**config.mk**
```make
export PLATFORM = sky130hd
export DESIGN_NAME = rmfa_cordic
export DESIGN_NICKNAME = d
export VERILOG_FILES = /design/src/hdl/rmfa_pkg.sv /design/src/hdl/rmfa_cordic.sv
export SDC_FILE = /design/constraint.sdc
export NUM_CORES = 2
export LEC_CHECK = 0
export ABC_AREA = 0
export CAP_MARGIN = 20
export CORE_ASPECT_RATIO = 1.2
export CORE_UTILIZATION = 40
export CTS_BUF_LIST = sky130_fd_sc_hd__clkbuf_2 sky130_fd_sc_hd__clkbuf_4 sky130_fd_sc_hd__clkbuf_8
export DETAILED_ROUTE_END_ITERATION = 12
export DONT_BUFFER_PORTS = 1
export SLEW_MARGIN = 20
export SYNTH_ARGS = -nofsm -noshare
export SYNTH_HDL_FRONTEND = slang
export SYNTH_SLANG_ARGS = --single-unit
```
**constraint.sdc**
```tcl
create_clock -name clk -period 15 [get_ports clk]
set_input_delay 0.75 -clock clk [delete_from_list [all_inputs] [get_ports clk]]
set_output_delay 0.75 -clock clk [all_outputs]
set_load 0.01 [all_outputs]
```
**src/hdl/rmfa_pkg.sv**
```systemverilog
// rmfa_pkg: shared types, constants and helpers for the rotation matrix block
// no dependencies

package rmfa_pkg;

    localparam int CORDIC_STEPS = 16;
    localparam int CORDIC_W     = 34;
    localparam int PHASE_W      = 20;
    localparam int Z_W          = 20;
    localparam logic signed [CORDIC_W-1:0] CORDIC_X0 = 34'sd652032874;
    localparam logic signed [23:0] PHASE_K = 24'sd2670177;
    localparam logic signed [15:0] Q14_ONE = 16'sd16384;

    typedef enum logic [2:0] {
        KIND_XYZ  = 3'd0,
        KIND_ZXY  = 3'd1,
        KIND_AXIS = 3'd2,
        KIND_ROTX = 3'd3,
        KIND_ROTY = 3'd4,
        KIND_ROTZ = 3'd5,
        KIND_ID6  = 3'd6,
        KIND_ID7  = 3'd7
    } kind_t;

    // per-stage state of one cordic lane
    typedef struct packed {
        logic signed [CORDIC_W-1:0] x;
        logic signed [CORDIC_W-1:0] y;
        logic signed [Z_W-1:0]      z;
        logic [1:0]                 quad;
    } cordic_st_t;

    // sine and cosine in q2.14
    typedef struct packed {
        logic signed [15:0] s;
        logic signed [15:0] c;
    } sincos_t;

    function automatic logic [Z_W-1:0] atan_turns(input int i);
        case (i)
            0:  atan_turns = 20'd131072;
            1:  atan_turns = 20'd77376;
            2:  atan_turns = 20'd40884;
            3:  atan_turns = 20'd20753;
            4:  atan_turns = 20'd10417;
            5:  atan_turns = 20'd5213;
            6:  atan_turns = 20'd2607;
            7:  atan_turns = 20'd1304;
            8:  atan_turns = 20'd652;
            9:  atan_turns = 20'd326;
            10: atan_turns = 20'd163;
            11: atan_turns = 20'd81;
            12: atan_turns = 20'd41;
            13: atan_turns = 20'd20;
            14: atan_turns = 20'd10;
            15: atan_turns = 20'd5;
            default: atan_turns = 20'd0;
        endcase
    endfunction

    // round with half added, floor shift by 16, saturate to +-1.0
    function automatic logic signed [15:0] rnd16(input logic signed [CORDIC_W:0] v);
        logic signed [CORDIC_W:0] t;
        logic signed [CORDIC_W-16:0] r;
        begin
            t = v + (CORDIC_W+1)'(32768);
            r = t[CORDIC_W:16];
            if (r > 19'sd16384)
                rnd16 = Q14_ONE;
            else if (r < -19'sd16384)
                rnd16 = -Q14_ONE;
            else
                rnd16 = r[15:0];
        end
    endfunction

    // round with half added, floor shift by 28, saturate to +-1.0
    function automatic logic signed [15:0] rnd28(input logic signed [51:0] v);
        logic signed [51:0] t;
        logic signed [23:0] r;
        begin
            t = v + 52'sd134217728;
            r = t[51:28];
            if (r > 24'sd16384)
                rnd28 = Q14_ONE;
            else if (r < -24'sd16384)
                rnd28 = -Q14_ONE;
            else
                rnd28 = r[15:0];
        end
    endfunction

endpackage

```
**src/hdl/rmfa_cordic.sv**
```systemverilog
// rmfa_cordic: pipelined sine/cosine lane, angle q4.12 radians in, q2.14 out
// depends on rmfa_pkg

`default_nettype none

module rmfa_cordic (
    input  wire logic                 clk,
    input  wire logic                 en,
    input  wire logic signed [15:0]   angle,
    output rmfa_pkg::sincos_t         result
);
    import rmfa_pkg::*;

    logic signed [39:0]         prod_reg;
    logic signed [39:0]         prod_next;
    cordic_st_t                 st_reg [CORDIC_STEPS+1];
    cordic_st_t                 st_next [CORDIC_STEPS+1];
    logic signed [CORDIC_W:0]   c_w;
    logic signed [CORDIC_W:0]   s_w;
    sincos_t                    res_reg;
    sincos_t                    res_next;
    logic [39:0]                tph;

    assign prod_next = 40'(angle) * 40'(PHASE_K) + 40'sd32768;

    always_comb
    begin
        tph = prod_reg;
        st_next[0].x    = CORDIC_X0;
        st_next[0].y    = '0;
        st_next[0].quad = tph[35:34];
        st_next[0].z    = {2'b00, tph[33:16]};
        for (int i = 0; i < CORDIC_STEPS; i++)
        begin
            if (!st_reg[i].z[Z_W-1])
            begin
                st_next[i+1].x = st_reg[i].x - (st_reg[i].y >>> i);
                st_next[i+1].y = st_reg[i].y + (st_reg[i].x >>> i);
                st_next[i+1].z = st_reg[i].z - atan_turns(i);
            end
            else
            begin
                st_next[i+1].x = st_reg[i].x + (st_reg[i].y >>> i);
                st_next[i+1].y = st_reg[i].y - (st_reg[i].x >>> i);
                st_next[i+1].z = st_reg[i].z + atan_turns(i);
            end
            st_next[i+1].quad = st_reg[i].quad;
        end
    end

    // quadrant fold
    always_comb
    begin
        case (st_reg[CORDIC_STEPS].quad)
            2'd0:
            begin
                c_w = 35'(st_reg[CORDIC_STEPS].x);
                s_w = 35'(st_reg[CORDIC_STEPS].y);
            end
            2'd1:
            begin
                c_w = -35'(st_reg[CORDIC_STEPS].y);
                s_w = 35'(st_reg[CORDIC_STEPS].x);
            end
            2'd2:
            begin
                c_w = -35'(st_reg[CORDIC_STEPS].x);
                s_w = -35'(st_reg[CORDIC_STEPS].y);
            end
            default:
            begin
                c_w = 35'(st_reg[CORDIC_STEPS].y);
                s_w = -35'(st_reg[CORDIC_STEPS].x);
            end
        endcase
        res_next.c = rnd16(c_w);
        res_next.s = rnd16(s_w);
    end

    always_ff @(posedge clk)
    begin
        if (en)
        begin
            prod_reg <= prod_next;
            for (int i = 0; i <= CORDIC_STEPS; i++)
                st_reg[i] <= st_next[i];
            res_reg <= res_next;
        end
    end

    assign result = res_reg;

endmodule

`default_nettype wire

```
==> impl_metrics.env <==
export IMPL_yosysSeqAreaShare_pct=35.45
export IMPL_postCtsSetupBuffers=0
export IMPL_drive_above_1_share_pct=5.325
export IMPL_min_period_ns=6.664
export IMPL_synth_flop_cell="edfxtp_1"
export IMPL_clockRootBuffer="clkbuf_8"
export IMPL_drt_iter0_markers=3893
export IMPL_dieArea_um2=284400
export IMPL_slew_viol_final=0
export IMPL_syn_area_um2=112900
export IMPL_cts_sink_count=1333
export IMPL_setup_worst_path_start="st_reg[0][1059]$_DFFE_PP_"
export IMPL_hold_class="input pin to register"
export IMPL_setup_tns_final_ns=0
export IMPL_worstHoldEndpoint="st_reg[0][623]$_DFFE_PP_"
export IMPL_async_flop_share_pct=0
export IMPL_cpMostUsedCell="a21oi_1"
export IMPL_die_w_um=487.0
export IMPL_cts_htree_levels=4
export IMPL_gp_congestion=0.9513
export IMPL_antenna_found_initial=3
export IMPL_tightest_slew_ns=1.183
export IMPL_synthCells=11580
export IMPL_clock_latency_ns=1.07
export IMPL_cp_max_fo=5
export IMPL_area_growth_pct=8.486
export IMPL_ys_seq_elements=1333
export IMPL_max_freq_ghz=0.1501
export IMPL_reg2reg_depth=18
export IMPL_r2r_end="st_reg[0][1135]$_DFFE_PP_"
export IMPL_outcome="complete, no violations"
export IMPL_n_fill_cell=26770
export IMPL_setup_viol=0
export IMPL_core_um2=280600
export IMPL_hold_violations=0
export IMPL_vias_per_cell=5.494
export IMPL_synth_top_cells_by_count="edfxtp_1, ha_1, a21oi_1"
export IMPL_initial_core_util_pct=40.24
export IMPL_cts_resized_gates=0
export IMPL_grt_overflow_total=0
export IMPL_hold_path_depth=1
export IMPL_finalNetCount=13150
export IMPL_max_stage_delay_ns=0.89
export IMPL_ys_types=103
export IMPL_yosysTopAreaCellShare_pct=35.45
export IMPL_via_count=85990
export IMPL_cts_tree="built"
export IMPL_clk_pin_slew_ns=0.06
export IMPL_hpwl_um=253500
export IMPL_grt_max_degree=189
export IMPL_wl_um=315500
export IMPL_grt_pass1_wl_um=483300
export IMPL_io_pins=50
export IMPL_cp_arrival_ns=7.43
export IMPL_die_h_um=584.0
export IMPL_ys_warn_count=0
export IMPL_cp_end_kind="register"
export IMPL_worstPathRequired_ns=15.76
export IMPL_timing_rr_start="st_reg[0][1059]$_DFFE_PP_"
export IMPL_routedWlPerCell_um=20.16
export IMPL_r2r_setup_slack_ns=8.34
export IMPL_cts_buffers_inserted=240
export IMPL_dr_pass1_iters=6
export IMPL_grt_usage_pct=21.73
export IMPL_crit_path_cell_trace="nor2_1, nor4b_1, nand2b_1, o41ai_1, xor2_1, ha_1, and3_1, a221o_1, a21oi_1, a21boi_1, o21ai_0, o311ai_0, a21boi_0, o2bb2ai_1, a2111oi_0, o21bai_1, a21oi_1, xnor2_1"
export IMPL_setup_worst_path_class="register to register"
export IMPL_largest_register_ffs=1281
export IMPL_synth_area_leaders="edfxtp_1, ha_1, xnor2_1"
export IMPL_clk_path_buf_depth=4
export IMPL_cts_hold_buf=0
export IMPL_fp_row_count=213
export IMPL_synth_top_area_cell="edfxtp_1"
export IMPL_synth_edff_count=1333
export IMPL_io_buffers=0
export IMPL_hp_start="en"
export IMPL_cp_slowest_cell="o311ai_0"
export IMPL_remaining_drc_errors=0
export IMPL_first_global_vias=87840
export IMPL_detail_route_antenna_nets=0
export IMPL_yosys_cell_count_top_type="edfxtp_1"
export IMPL_cap_violations=0
export IMPL_startpoint_type="register"
export IMPL_fin_skew_ns=0.1135
export IMPL_syn_area_per_cell_um2=9.750
export IMPL_rsz0062_at_grt="false"
export IMPL_relSlewSlack_pct=20.07
export IMPL_finalCritPeriodShare_pct=44.43
critical path: cells and delay by family (launching register included):
kind / cells / cell delay (ns)
fa+ha+maj: 1 / 0.36
xor+xnor: 2 / 0.43
flops: 1 / 0.46
compound gates: 11 / 4.13
simple gates: 4 / 1.03
area by class of cell:
cell class	instances	area, µm²	area share (%)
antenna	2	5.005	0.004086
clock buffer	304	3796	3.099
clock inverter	119	1200	0.9795
inverter	681	2556	2.087
multi-input combinational	9375	69590	56.81
sequential	1333	40030	32.68
tap	3762	4707	3.842
timing repair buffer	76	615.6	0.5025
layout by cell type, fill, tap and decap left out, types with 414 or more instances in the layout:
cell type / n
inv_1: 676
edfxtp_1: 1333
a21o_1: 418
ha_1: 1287
nor2_1: 1057
xnor2_1: 1098
xor2_1: 568
a21oi_1: 1132
o21ai_0: 414
nand2_1: 487
how the worst max path moves through the flow:
stage / end / slack (ns) / depth (start not counted)
after floorplan: prod_reg[34]$_DFFE_PP_ / 8.21 / 23
after global placement: prod_reg[34]$_DFFE_PP_ / 7.49 / 23
after detailed placement: prod_reg[34]$_DFFE_PP_ / 7.62 / 23
after CTS: st_reg[0][1135]$_DFFE_PP_ / 8.33 / 18
after global routing: st_reg[0][1135]$_DFFE_PP_ / 8.09 / 18
final: st_reg[0][1135]$_DFFE_PP_ / 8.34 / 18
routing by layer:
metal,wire length (µm),vias to the layer above,GRT usage (%)
li1,-,42760,-
met1,106000,40570,19.36
met2,175600,1747,44.02
met3,9137,907,2.469
met4,24800,4,15.92
met5,23,-,0
stage by stage:
stage                     util (%)  hold WS [ns]  cell area [µm²]  setup WS (ns)  instances
after global placement       41.86        0.4010           117500          7.489      15230
final                        43.65        0.3215           122500          8.336      15650
after detailed placement     41.87        0.4045           117500          7.621      15230
after floorplan                  -        0.4003           112900          8.215      11580
after global routing         43.65        0.2710           122500          8.091      15650
after CTS                    43.65        0.1923           122500          8.331      15650
cell families (layout without fill, tap and decap cells):
kind of cell             count (synthesis)  after routing  synth area share, %
AO/OA/AOI/OAI                         3000           3000                16.90
XOR/XNOR                              1667           1667                12.94
adder cells (fa/ha/maj)               1423           1423                16.67
buffers and inverters                  874           1180                2.947
flip-flops                            1333           1333                35.45
multiplexers                           164            164                1.587
other                                    1              4             0.003321
AND/OR/NAND/NOR                       3119           3119                13.50
Power is left out: the tool's default activity adds up to more than one toggle a clock period on the data nets, which glitch-free logic cannot reach.
